File: src/design/stalta_pkg.sv
`timescale 1ns / 1ps
// ----------------------------------------------------------------------------
// STA/LTA detector package
// Widths, register indexes and the divider request type shared by the
// detector top level and its ratio divider.
// ----------------------------------------------------------------------------
package stalta_pkg;

  localparam int SAMPLE_BITS = 24;
  localparam int SHORT_DEPTH = 256;
  localparam int LONG_DEPTH  = 4096;
  localparam int SHORT_AW    = $clog2(SHORT_DEPTH);
  localparam int LONG_AW     = $clog2(LONG_DEPTH);

  localparam int STA_W      = 9;
  localparam int LTA_W      = 13;
  localparam int SSUM_W     = 32;
  localparam int LSUM_W     = 36;
  localparam int PROD_W     = LSUM_W + LTA_W;
  localparam int NUM_W      = 45;
  localparam int FRAC_W     = 8;
  localparam int DVS_W      = NUM_W + FRAC_W;
  localparam int REM_W      = DVS_W + 1;
  localparam int RATIO_W    = 16;
  localparam int CNT_W      = $clog2(RATIO_W + 1);
  localparam int CFG_IDX_W  = 2;
  localparam int CFG_DATA_W = 13;

  localparam logic [RATIO_W-1:0] Q8_ONE    = RATIO_W'(256);
  localparam logic [RATIO_W-1:0] RATIO_MAX = {RATIO_W{1'b1}};

  localparam logic [STA_W-1:0] STA_RESET = STA_W'(64);
  localparam logic [LTA_W-1:0] LTA_RESET = LTA_W'(1024);

  typedef logic [CFG_IDX_W-1:0] cfg_idx_t;
  localparam cfg_idx_t REG_STA_LEN = cfg_idx_t'(0);
  localparam cfg_idx_t REG_LTA_LEN = cfg_idx_t'(1);

  typedef struct packed {
    logic             start;
    logic [NUM_W-1:0] num;
    logic [NUM_W-1:0] den;
  } div_req_t;

endpackage

File: src/design/stalta_div.sv
`timescale 1ns / 1ps
// ----------------------------------------------------------------------------
// STA/LTA ratio divider
// Restoring divider giving floor(num * 256 / den) saturated to 16 bits:
// an overflow check first, then one quotient bit per cycle.
// ----------------------------------------------------------------------------
module stalta_div (
  input  logic                                 clk,
  input  logic                                 rst_n,
  input  stalta_pkg::div_req_t                 req,
  output logic                                 done,
  output logic [stalta_pkg::RATIO_W-1:0]       quot
);
  import stalta_pkg::*;

  logic [REM_W-1:0]   rem_r;
  logic [DVS_W-1:0]   dvs_r;
  logic [RATIO_W-1:0] quot_r;
  logic [CNT_W-1:0]   cnt_r;
  logic               busy_r;
  logic               chk_r;
  logic               done_r;

  logic [REM_W-1:0]   trial;
  logic [REM_W-1:0]   diff;
  logic               ge;

  // The divisor carries the 8 fraction bits, so the remainder stays below it.
  always_comb begin
    trial = chk_r ? rem_r : {rem_r[REM_W-2:0], 1'b0};
    ge    = (trial >= {1'b0, dvs_r});
    diff  = trial - {1'b0, dvs_r};
  end

  always_ff @(posedge clk) begin
    if (!rst_n) begin
      busy_r <= 1'b0;
      chk_r  <= 1'b0;
      done_r <= 1'b0;
      cnt_r  <= '0;
    end else begin
      done_r <= 1'b0;
      if (req.start) begin
        busy_r <= 1'b1;
        chk_r  <= 1'b1;
      end else if (busy_r) begin
        if (chk_r) begin
          chk_r <= 1'b0;
          if (ge) begin
            busy_r <= 1'b0;
            done_r <= 1'b1;
          end else begin
            cnt_r <= CNT_W'(RATIO_W);
          end
        end else begin
          cnt_r <= cnt_r - CNT_W'(1);
          if (cnt_r == CNT_W'(1)) begin
            busy_r <= 1'b0;
            done_r <= 1'b1;
          end
        end
      end
    end
  end

  always_ff @(posedge clk) begin
    if (req.start) begin
      rem_r  <= REM_W'(req.num);
      dvs_r  <= {req.den, {FRAC_W{1'b0}}};
      quot_r <= '0;
    end else if (busy_r) begin
      if (chk_r) begin
        if (ge) begin
          quot_r <= RATIO_MAX;
        end
      end else begin
        rem_r  <= ge ? diff : trial;
        quot_r <= {quot_r[RATIO_W-2:0], ge};
      end
    end
  end

  assign done = done_r;
  assign quot = quot_r;

endmodule

File: config.mk
export PLATFORM = sky130hd
export DESIGN_NAME = stalta_div
export DESIGN_NICKNAME = d
export VERILOG_FILES = /design/src/design/stalta_pkg.sv /design/src/design/stalta_div.sv
export SDC_FILE = /design/constraint.sdc
export NUM_CORES = 1
export LEC_CHECK = 0
export BUFFER_PORTS_ARGS = -buffer_cell sky130_fd_sc_hd__buf_2
export CAP_MARGIN = 10
export CORE_UTILIZATION = 64
export DETAILED_ROUTE_END_ITERATION = 16
export GPL_ROUTABILITY_DRIVEN = 1
export PLACE_DENSITY = 0.95
export SLEW_MARGIN = 15
export SYNTH_ARGS = -nofsm -noshare
export SYNTH_HDL_FRONTEND = slang
export SYNTH_SLANG_ARGS = --single-unit
File: constraint.sdc
create_clock -name clk -period 12 [get_ports clk]
set_input_delay 1.2 -clock clk [delete_from_list [all_inputs] [get_ports clk]]
set_output_delay 1.2 -clock clk [all_outputs]
set_load 0.05 [all_outputs]
==> run_results.csv, run 1 <==
group,metric,value,unit
synth,synthFlopType,"edfxtp_1",
sta,fin_crit_sh,0.3818,
global_routing,grt_pass1_vias,7417,
sta,hold_violations,0,
sta,holdWs,470.3,ps
clock_network,clk_pin_slew_worst_paths,50,ps
critical_path,critPathMaxStageDelay,630,ps
critical_path,cp_max_fo,60,
critical_path,rr_worst_depth,14,
global_routing,grt_start_max_net_pins,78,
clock_network,cts_repair_resize_count,0,
floorplan,dieHeight,117.4,µm
clock_network,postCtsSetupRepairBufs,0,
critical_path,start_kind,"flip-flop",
sta,grt_setup_unrepaired,"false",
floorplan,start_util,0.6649,
sta,relSlewSlack,0.3519,
global_routing,antenna_found_initial,0,
cells_and_area,nets,1149,
hold_path,holdPathEnd,"cnt_r[3]$_SDFFE_PN0P_",
synth,ys_warn_count,0,
clock_network,h-tree-depth,4,
synth,synth_area_per_cell,9.208,µm²
floorplan,die_x,117.4,µm
synth,synthDistinctLibCells,73,
synth,synth-edff-count,90,
global_routing,grt_first_pass_wirelength,34.55,mm
hold_path,min_path_type,"reg2reg",
cells_and_area,n_antenna_cell,0,
floorplan,dieArea,13790,µm²
floorplan,io-pin-count,110,
hold_path,worstHoldStart,"cnt_r[3]$_SDFFE_PN0P_",
sta,fin_tns_setup,0,ps
clock_network,cts_tree,"yes",
run_status,status,"finished clean",
hold_path,hold_depth,1,
synth,synth-seq-cells,123,
routing,ant_nets,0,
synth,synth_top_area_share,0.3169,
sta,fin_worst_skew,8.838,ps
cells_and_area,fin_cells,1193,
clock_network,cts_root_buf,"clkbuf_16",
global_routing,grt.overflow.total,0,
critical_path,required,12180,ps
synth,synth.cell_area,8527,µm²
sta,drv_slew,0,
critical_path,reg2reg_to,"rem_r[19]$_DFFE_PP_",
clock_network,cts_buffers,17,
power_and_ir_drop,cellLeakagePower,0.004152,µW
sta,max_freq,0.2183,GHz
power_and_ir_drop,peakVddDrop,138.4,µV
routing,drcViolationCount,0,
synth,syn_nets,1067,
place,place.gp.congestion,0.9013,
routing,drtIter0Drc,729,
synth,netlist_instances,926,
routing,dr_total_vias,7407,
routing,viasPerCell,6.209,
job,cap_violations,0,
synth,synth_top_cells_by_area,"edfxtp_1 (32%), dfxtp_1 (7.7%), mux2_2 (7.5%)",
clock_network,cts_max_path_buffers,2,
routing,wire_per_inst,17.13,µm
cells_and_area,drive_gt1_frac,0.2223,
critical_path,cpMaxStageDelayCell,"buf_4",
sta,period_minus_slack,4581,ps
clock_network,clock_latency,430,ps
critical_path,worst_ep_arrival_time,4760,ps
synth,ys_async_sr_fraction,0,
sta,setup_viol,0,
place,post-dp-hpwl,13.73,mm
place,place.port_buffers,109,
critical_path,crit_start,"chk_r$_SDFFE_PN0P_",
critical_path,path_class,"reg2reg",
critical_path,crit_path_end_kind,"flip-flop",
routing,wl,20.44,mm
power_and_ir_drop,p_per_area,178.4,nW/µm²
global_routing,grt_use_total,0.3116,
cells_and_area,area.growth.synth_to_final,13.44,%
critical_path,r2r-start,"chk_r$_SDFFE_PN0P_",
sta,tightest_slew,971.1,ps
clock_network,cts_hold_buffers,0,
place,dpl.cell_count,1161,
synth,ys_seq_area_frac,0.3944,
synth,synth_top_area_cell,"edfxtp_1",
floorplan,core_area,12820,µm²
clock_network,clkSinkCount,123,
floorplan,rows,41,
routing,dr.pass1.iters,6,
critical_path,r2r_slack,7420,ps
critical_path,path_cells,"buf_4, mux2i_1, ha_1, fa_1, and2b_1, o2111ai_2, a31oi_2, a21o_1, a21o_1, a21oi_4, o21ai_2, buf_4, a21oi_1, mux2_2",
==> kinds of logic (layout without fill, tap and decap cells) <==
kind of cell,count (synthesis),in the layout,share of synthesized area
simple gates,265,265,0.1463
buf+inv,136,231,0.06500
mux,72,72,0.09288
flops,123,123,0.3944
fa+ha+maj,48,48,0.07131
compound gates,244,244,0.1911
xor+xnor,38,38,0.03903
==> synth_stat cells, types with 3 or more instances <==
library cell	count
a211oi_1	15
a211oi_2	5
a21o_1	18
a21oi_1	89
a21oi_2	5
a221o_1	3
a31oi_1	5
a31oi_2	3
a32oi_1	4
and2_1	5
and3_1	6
buf_1	3
buf_2	15
clkbuf_1	26
dfxtp_1	33
edfxtp_1	90
ha_1	47
inv_1	86
mux2_2	57
mux2i_1	15
nand2_1	72
nand2b_1	6
nand3_1	9
nand3b_1	4
nand4_1	13
nor2_1	94
nor2b_1	11
nor3_1	20
nor3b_1	3
nor4_1	8
o21ai_0	48
o21ai_1	3
o21bai_1	11
o22ai_1	3
o31ai_1	7
xnor2_1	26
xor2_1	12
==> routing by layer <==
metal / track usage / routed length, µm / vias up
li1: - / - / 3480
met1: 0.3716 / 8271 / 3444
met2: 0.5189 / 9835 / 388
met3: 0.07442 / 1505 / 95
met4: 0.1672 / 828 / 0
met5: 0 / 0 / -
==> through the flow <==
stage	total power (µW)	area (µm²)	util	worst slack, ps
global placement	1169	9090	0.7088	7681
detailed placement	1193	9090	0.7088	7521
finish	1726	9673	0.7542	7419
floorplan	1059	8527	-	7833
CTS	1712	9673	0.7542	7494
global route	1813	9673	0.7542	7170
==> worst max path at each step <==
stage	end	slack, ps	cells past startpoint
finish	rem_r[19]$_DFFE_PP_	7420	14
floorplan	rem_r[14]$_DFFE_PP_	7830	16
global route	rem_r[19]$_DFFE_PP_	7170	14
global placement	rem_r[14]$_DFFE_PP_	7680	14
detailed placement	rem_r[14]$_DFFE_PP_	7520	14
CTS	rem_r[14]$_DFFE_PP_	7490	14
==> worst max-delay path, delay by kind of cell, from the launching register on <==
kind            cells  cell delay (ps)
flops               1              310
buf+inv             2             1030
simple gates        1              260
compound gates      7             1580
fa+ha+maj           2              650
mux                 2              480
==> placed cells by master, fill, tap and decap left out, types with 5 or more instances in the layout <==
cell and count:
o31ai_1 7, a21oi_1 89, nand4_1 13, o21ai_0 48, mux2_2 57, a211oi_2 5, inv_1 86, edfxtp_1 90
ha_1 47, o21bai_1 11, a21oi_2 5, buf_2 108, nor3_1 20, xnor2_1 26, nor4_1 8, nor2_1 94
mux2i_1 15, dfxtp_1 32, buf_4 5, a31oi_1 5, nand2_1 72, a21o_1 18, and3_1 6, and2_1 5
xor2_1 12, a211oi_1 15, clkbuf_16 17, nor2b_1 11, nand3_1 9, nand2b_1 6
==> where the power goes <==
group | switching (µW) | total (µW) | leakage, µW | internal (µW)
Combinational | 408 | 670 | 0.00272 | 262
Clock | 188 | 510 | 0.000272 | 322
Sequential | 27.3 | 545 | 0.00116 | 518
==> state kept, by name (all words and copies together) (netlist names) <==
name	flops
rem_r	54
dvs_r	45
quot	16
cnt_r	5
busy_r	1
chk_r	1
done	1
==> cell type report <==
cell class                 count  area, µm²
tap                          172      215.2
timing repair buffer         113      578.1
clock buffer                  18      429.2
clock inverter                14      153.9
multi-input combinational    667       4609
inverter                      86      322.8
sequential                   123       3364
fill                         870       3152
Power figures use the tool's default switching activity.
==> run 2: changes to the inputs <==
--- a/config.mk
+++ b/config.mk
@@ -7,10 +7,10 @@
 export LEC_CHECK = 0
 export BUFFER_PORTS_ARGS = -buffer_cell sky130_fd_sc_hd__buf_2
 export CAP_MARGIN = 10
-export CORE_UTILIZATION = 64
+export CORE_UTILIZATION = 59
 export DETAILED_ROUTE_END_ITERATION = 16
 export GPL_ROUTABILITY_DRIVEN = 1
-export PLACE_DENSITY = 0.95
+export PLACE_DENSITY = 0.9
 export SLEW_MARGIN = 15
 export SYNTH_ARGS = -nofsm -noshare
 export SYNTH_HDL_FRONTEND = slang
==> constraint.sdc (replaced) <==
create_clock -name clk -period 4.75 [get_ports clk]
set_input_delay 0.475 -clock clk [delete_from_list [all_inputs] [get_ports clk]]
set_output_delay 0.475 -clock clk [all_outputs]
set_load 0.05 [all_outputs]
==> run_results.csv, run 2 (synthesized netlist as in run 1, its figures left out) <==
group,metric,value,unit
sta,period_minus_slack,4322,ps
sta,drv_slew,0,
place,place_ws,548.2,ps
place,place.port_buffers,109,
critical_path,crit_family,"compound AO/OA/AOI/OAI gates",
sta,grt_setup_unrepaired,"false",
sta,fin_worst_skew,14.07,ps
job,cap_violations,0,
hold_path,min_path_type,"in2reg",
critical_path,path_cells,"buf_12, mux2_2, ha_1, a21o_1, a21o_1, a21oi_1, o22ai_1, nor2_1, o211a_2, o21a_4, nor2_1, a211oi_1, a21oi_1",
floorplan,dieArea,14940,µm²
cells_and_area,layout_common_cells,"buf_2 (108), nor2_1 (94), edfxtp_1 (90)",
clock_network,cts_hold_buffers,0,
cells_and_area,largest_reg_flops,54,
power_and_ir_drop,p_per_area,437.0,nW/µm²
routing,wl,19.36,mm
critical_path,path_buf_inv,1,
power_and_ir_drop,peakVddDrop,261.5,µV
place,post-dp-hpwl,13.78,mm
cells_and_area,regMostFlops,"rem_r",
critical_path,cpMaxStageDelayCell,"dfxtp_2",
routing,ant_nets,0,
critical_path,worst_ep_arrival_time,4460,ps
global_routing,grt_start_max_net_pins,70,
sta,relSlewSlack,0.3242,
clock_network,clock_latency,430,ps
floorplan,start_util,0.6096,
global_routing,antenna_found_initial,0,
sta,hold_violations,0,
critical_path,crit_path_end_kind,"flip-flop",
floorplan,dieHeight,122.2,µm
global_routing,grt_use_total,0.2666,
sta,setup_viol,0,
critical_path,required,4890,ps
power_and_ir_drop,cellLeakagePower,0.004148,µW
clock_network,clk_pin_slew_worst_paths,60,ps
place,dpl.cell_count,1171,
critical_path,start_kind,"flip-flop",
sta,fin_crit_sh,0.9098,
routing,viasPerCell,5.943,
global_routing,grt.overflow.total,0,
floorplan,rows,43,
critical_path,path_class,"reg2reg",
clock_network,cts_tree,"yes",
critical_path,r2r_slack,430,ps
clock_network,cts_repair_resize_count,0,
routing,dr.pass1.iters,5,
clock_network,cts_max_path_buffers,2,
clock_network,h-tree-depth,4,
global_routing,grt_pass1_vias,6804,
clock_network,clkSinkCount,123,
cells_and_area,drive_gt1_frac,0.2229,
routing,drtIter0Drc,533,
sta,max_freq,0.2314,GHz
sta,setup_ws,428.5,ps
critical_path,cp_max_fo,60,
clock_network,cts_buffers,17,
global_routing,grt_first_pass_wirelength,31.38,mm
cells_and_area,fin_cells,1203,
cells_and_area,nets,1151,
floorplan,core_area,13990,µm²
clock_network,postCtsSetupRepairBufs,0,
run_status,status,"finished clean",
critical_path,critPathMaxStageDelay,700,ps
floorplan,die_x,122.2,µm
place,place.gp.congestion,0.9233,
cells_and_area,n_antenna_cell,0,
clock_network,cts_root_buf,"clkbuf_16",
routing,drcViolationCount,0,
routing,dr_total_vias,7150,
sta,fin_tns_setup,0,ps
sta,tightest_slew,1013,ps
routing,wire_per_inst,16.09,µm
cells_and_area,final_common_cell,"buf_2",
floorplan,io-pin-count,110,
cells_and_area,area.growth.synth_to_final,13.65,%
## run 2: cell count changes in the layout (fill, tap and decap cells not counted), sizes merged
cell      change
clkbuf        +2
clkinvlp      +1
clkinv        -1
bufinv        -2
buf           +2
## run 2: report_power, final
part	total, µW	leakage [µW]	internal, µW	switching, µW
Sequential	1380	0.00116	1310	70.7
Combinational	1670	0.00274	671	1000
Clock	1180	0.000245	711	473
## run 2: stage by stage
step / total power, µW / hold slack (ps) / utilization / cell area, µm²
floorplan: 2675 / 431.8 / - / 8527
global placement: 2970 / 452.0 / 0.6543 / 9153
detailed placement: 3015 / 452.7 / 0.6543 / 9153
CTS: 4211 / 215.0 / 0.6928 / 9691
global route: 4459 / 214.7 / 0.6928 / 9691
finish: 4235 / 217.7 / 0.6928 / 9691
## run 2: per-layer routing
metal,vias to the layer above,share of wire,global-route usage
met5,-,0,0
met4,0,0.028,0.1075
met3,52,0.057,0.05948
met2,277,0.48,0.4491
met1,3337,0.44,0.3300
li1,3484,-,-
## run 2: layout make-up
type                    instances  area (µm²)
repair buffers                115       630.6
inverters                      86       322.8
multi-input cells             667        4609
well taps                     180       225.2
clock inverters                12       101.3
clock buffers                  20       436.7
fillers                      1059        4298
flip-flops and latches        123        3364
## run 2: worst register-to-register path, cell delays in order (launching register included)
cell and delay [ps]:
dfxtp_2 700, buf_12 260, mux2_2 410, ha_1 400
a21o_1 200, a21o_1 180, a21oi_1 240, o22ai_1 100
nor2_1 140, o211a_2 220, o21a_4 580, nor2_1 190
a211oi_1 350, a21oi_1 70
## run 2: final timing paths
kind / from / end / cells after the start
min: req[0] / dvs_r[8]$_DFFE_PP_ / 1
max: chk_r$_SDFFE_PN0P_ / rem_r[30]$_DFFE_PP_ / 13
min reg2reg: cnt_r[3]$_SDFFE_PN0P_ / cnt_r[3]$_SDFFE_PN0P_ / 1
max reg2reg: chk_r$_SDFFE_PN0P_ / rem_r[30]$_DFFE_PP_ / 13
==> run 3: changes to the inputs <==
--- a/config.mk
+++ b/config.mk
@@ -11,6 +11,7 @@
 export DETAILED_ROUTE_END_ITERATION = 16
 export GPL_ROUTABILITY_DRIVEN = 1
 export PLACE_DENSITY = 0.9
+export RECOVER_POWER = 50
 export SLEW_MARGIN = 15
 export SYNTH_ARGS = -nofsm -noshare
 export SYNTH_HDL_FRONTEND = slang
==> run_results.csv, run 3 (synthesized netlist as in run 1, its figures left out) <==
group,metric,value,unit
clock_network,cts_buffers,17,
sta,period_minus_slack,4388,ps
critical_path,crit_path_end_kind,"flip-flop",
floorplan,die_x,122.2,µm
cells_and_area,nets,1151,
sta,hold_violations,0,
critical_path,path_buf_inv,1,
clock_network,clkSinkCount,123,
clock_network,cts_hold_buffers,0,
cells_and_area,drive_gt1_frac,0.2043,
critical_path,path_class,"reg2reg",
routing,viasPerCell,5.984,
critical_path,rr_worst_depth,13,
sta,fin_worst_skew,12.76,ps
power_and_ir_drop,p_per_area,438.2,nW/µm²
routing,drcViolationCount,0,
global_routing,grt_pass1_vias,6804,
power_and_ir_drop,cellLeakagePower,0.004072,µW
run_status,status,"complete, but fails checks",
clock_network,postCtsSetupRepairBufs,0,
hold_path,hold_depth,1,
critical_path,start_kind,"flip-flop",
critical_path,worst_ep_arrival_time,4490,ps
run_status,violations,"capacitance limit, slew limit",
place,post-dp-hpwl,13.78,mm
cells_and_area,largest_reg_flops,54,
global_routing,grt_use_total,0.2666,
critical_path,r2r-start,"chk_r$_SDFFE_PN0P_",
clock_network,cts_max_path_buffers,2,
sta,grt_setup_unrepaired,"false",
floorplan,io-pin-count,110,
hold_path,holdPathEnd,"dvs_r[8]$_DFFE_PP_",
global_routing,grt_first_pass_wirelength,31.38,mm
critical_path,reg2reg_to,"rem_r[30]$_DFFE_PP_",
critical_path,path_cells,"buf_12, mux2_2, ha_1, a21o_1, a21o_1, a21oi_1, o22ai_1, nor2_1, o211a_2, o21a_4, nor2_1, a211oi_1, a21oi_1",
hold_path,worstHoldStart,"req[0]",
sta,fin_crit_sh,0.9237,
critical_path,r2r_slack,360,ps
clock_network,clock_latency,430,ps
clock_network,cts_repair_resize_count,0,
place,place.port_buffers,109,
critical_path,crit_family,"compound AO/OA/AOI/OAI gates",
global_routing,grt_start_max_net_pins,70,
floorplan,rows,43,
global_routing,grt.overflow.total,0,
place,place.gp.congestion,0.9233,
sta,setup_viol,0,
routing,drtIter0Drc,575,
routing,wire_per_inst,16.12,µm
cells_and_area,n_antenna_cell,0,
sta,drv_slew,153,
routing,ant_nets,0,
critical_path,cpMaxStageDelayCell,"dfxtp_2",
cells_and_area,area.growth.synth_to_final,13.28,%
floorplan,dieArea,14940,µm²
cells_and_area,regMostFlops,"rem_r",
sta,max_freq,0.2279,GHz
sta,fin_tns_setup,0,ps
critical_path,required,4850,ps
routing,dr.pass1.iters,5,
job,cap_violations,3,
power_and_ir_drop,peakVddDrop,262.5,µV
cells_and_area,layout_common_cells,"nor2_1 (94), buf_2 (91), edfxtp_1 (90)",
clock_network,clk_pin_slew_worst_paths,60,ps
sta,holdWs,217.1,ps
sta,tightest_slew,2128,ps
critical_path,critPathMaxStageDelay,700,ps
clock_network,cts_root_buf,"clkbuf_16",
routing,dr_total_vias,7199,
floorplan,core_area,13990,µm²
global_routing,antenna_found_initial,0,
clock_network,cts_tree,"yes",
routing,wl,19.39,mm
cells_and_area,final_common_cell,"nor2_1",
sta,relSlewSlack,-0.4184,
clock_network,h-tree-depth,4,
floorplan,dieHeight,122.2,µm
floorplan,start_util,0.6096,
hold_path,min_path_type,"in2reg",
critical_path,cp_max_fo,60,
==> run 3: cell types whose count changed in the layout (fill, tap and decap cells not counted), sizes merged <==
cell and change:
buf -20, clkbuf +20
==> run 3: how the worst max path moves through the flow <==
| stage | slack [ps] | to | cells after the start | from |
|---|---|---|---|---|
| finish | 360 | rem_r[30]$_DFFE_PP_ | 13 | chk_r$_SDFFE_PN0P_ |
| global route | 170 | rem_r[29]$_DFFE_PP_ | 13 | chk_r$_SDFFE_PN0P_ |
| CTS | 510 | rem_r[30]$_DFFE_PP_ | 13 | chk_r$_SDFFE_PN0P_ |
| detailed placement | 550 | rem_r[30]$_DFFE_PP_ | 13 | chk_r$_SDFFE_PN0P_ |
| global placement | 640 | rem_r[30]$_DFFE_PP_ | 13 | chk_r$_SDFFE_PN0P_ |
| floorplan | 580 | rem_r[14]$_DFFE_PP_ | 16 | chk_r$_SDFFE_PN0P_ |
==> run 3: layout make-up <==
| class | instances | area, µm² |
|---|---|---|
| clock buffers | 20 | 436.7 |
| clock inverters | 12 | 101.3 |
| fillers | 1071 | 4329 |
| inverters | 86 | 322.8 |
| multi-input cells | 667 | 4609 |
| flip-flops and latches | 123 | 3364 |
| well taps | 180 | 225.2 |
| repair buffers | 115 | 599.3 |
==> run 3: power by group <==
| part | total (µW) | switching, µW | internal (µW) |
|---|---|---|---|
| Sequential | 1380 | 71.2 | 1310 |
| Combinational | 1670 | 1000 | 667 |
| Clock | 1180 | 473 | 711 |
==> run 3: stage by stage <==
step	setup WS, ps	utilization	power [µW]	area [µm²]	cells
2_1_floorplan	583.4	-	2675	8527	926
3_3_place_gp	642.6	0.6543	2970	9153	1171
3_5_place_dp	548.2	0.6543	3015	9153	1171
4_1_cts	506.1	0.6928	4211	9691	1203
5_1_grt	167.4	0.6905	4458	9659	1203
6_report	362.4	0.6905	4233	9659	1203
==> run 3: per-layer routing <==
metal / share of wire / track usage
met3: 0.059 / 0.05948
met5: 0 / 0
met2: 0.48 / 0.4491
met4: 0.026 / 0.1075
met1: 0.43 / 0.3300
==> run 3: worst reg2reg max path, cell delays in order, from the launching register on <==
cell	delay, ps
dfxtp_2	700
buf_12	260
mux2_2	410
ha_1	400
a21o_1	200
a21o_1	180
a21oi_1	250
o22ai_1	110
nor2_1	140
o211a_2	220
o21a_4	580
nor2_1	190
a211oi_1	340
a21oi_1	80
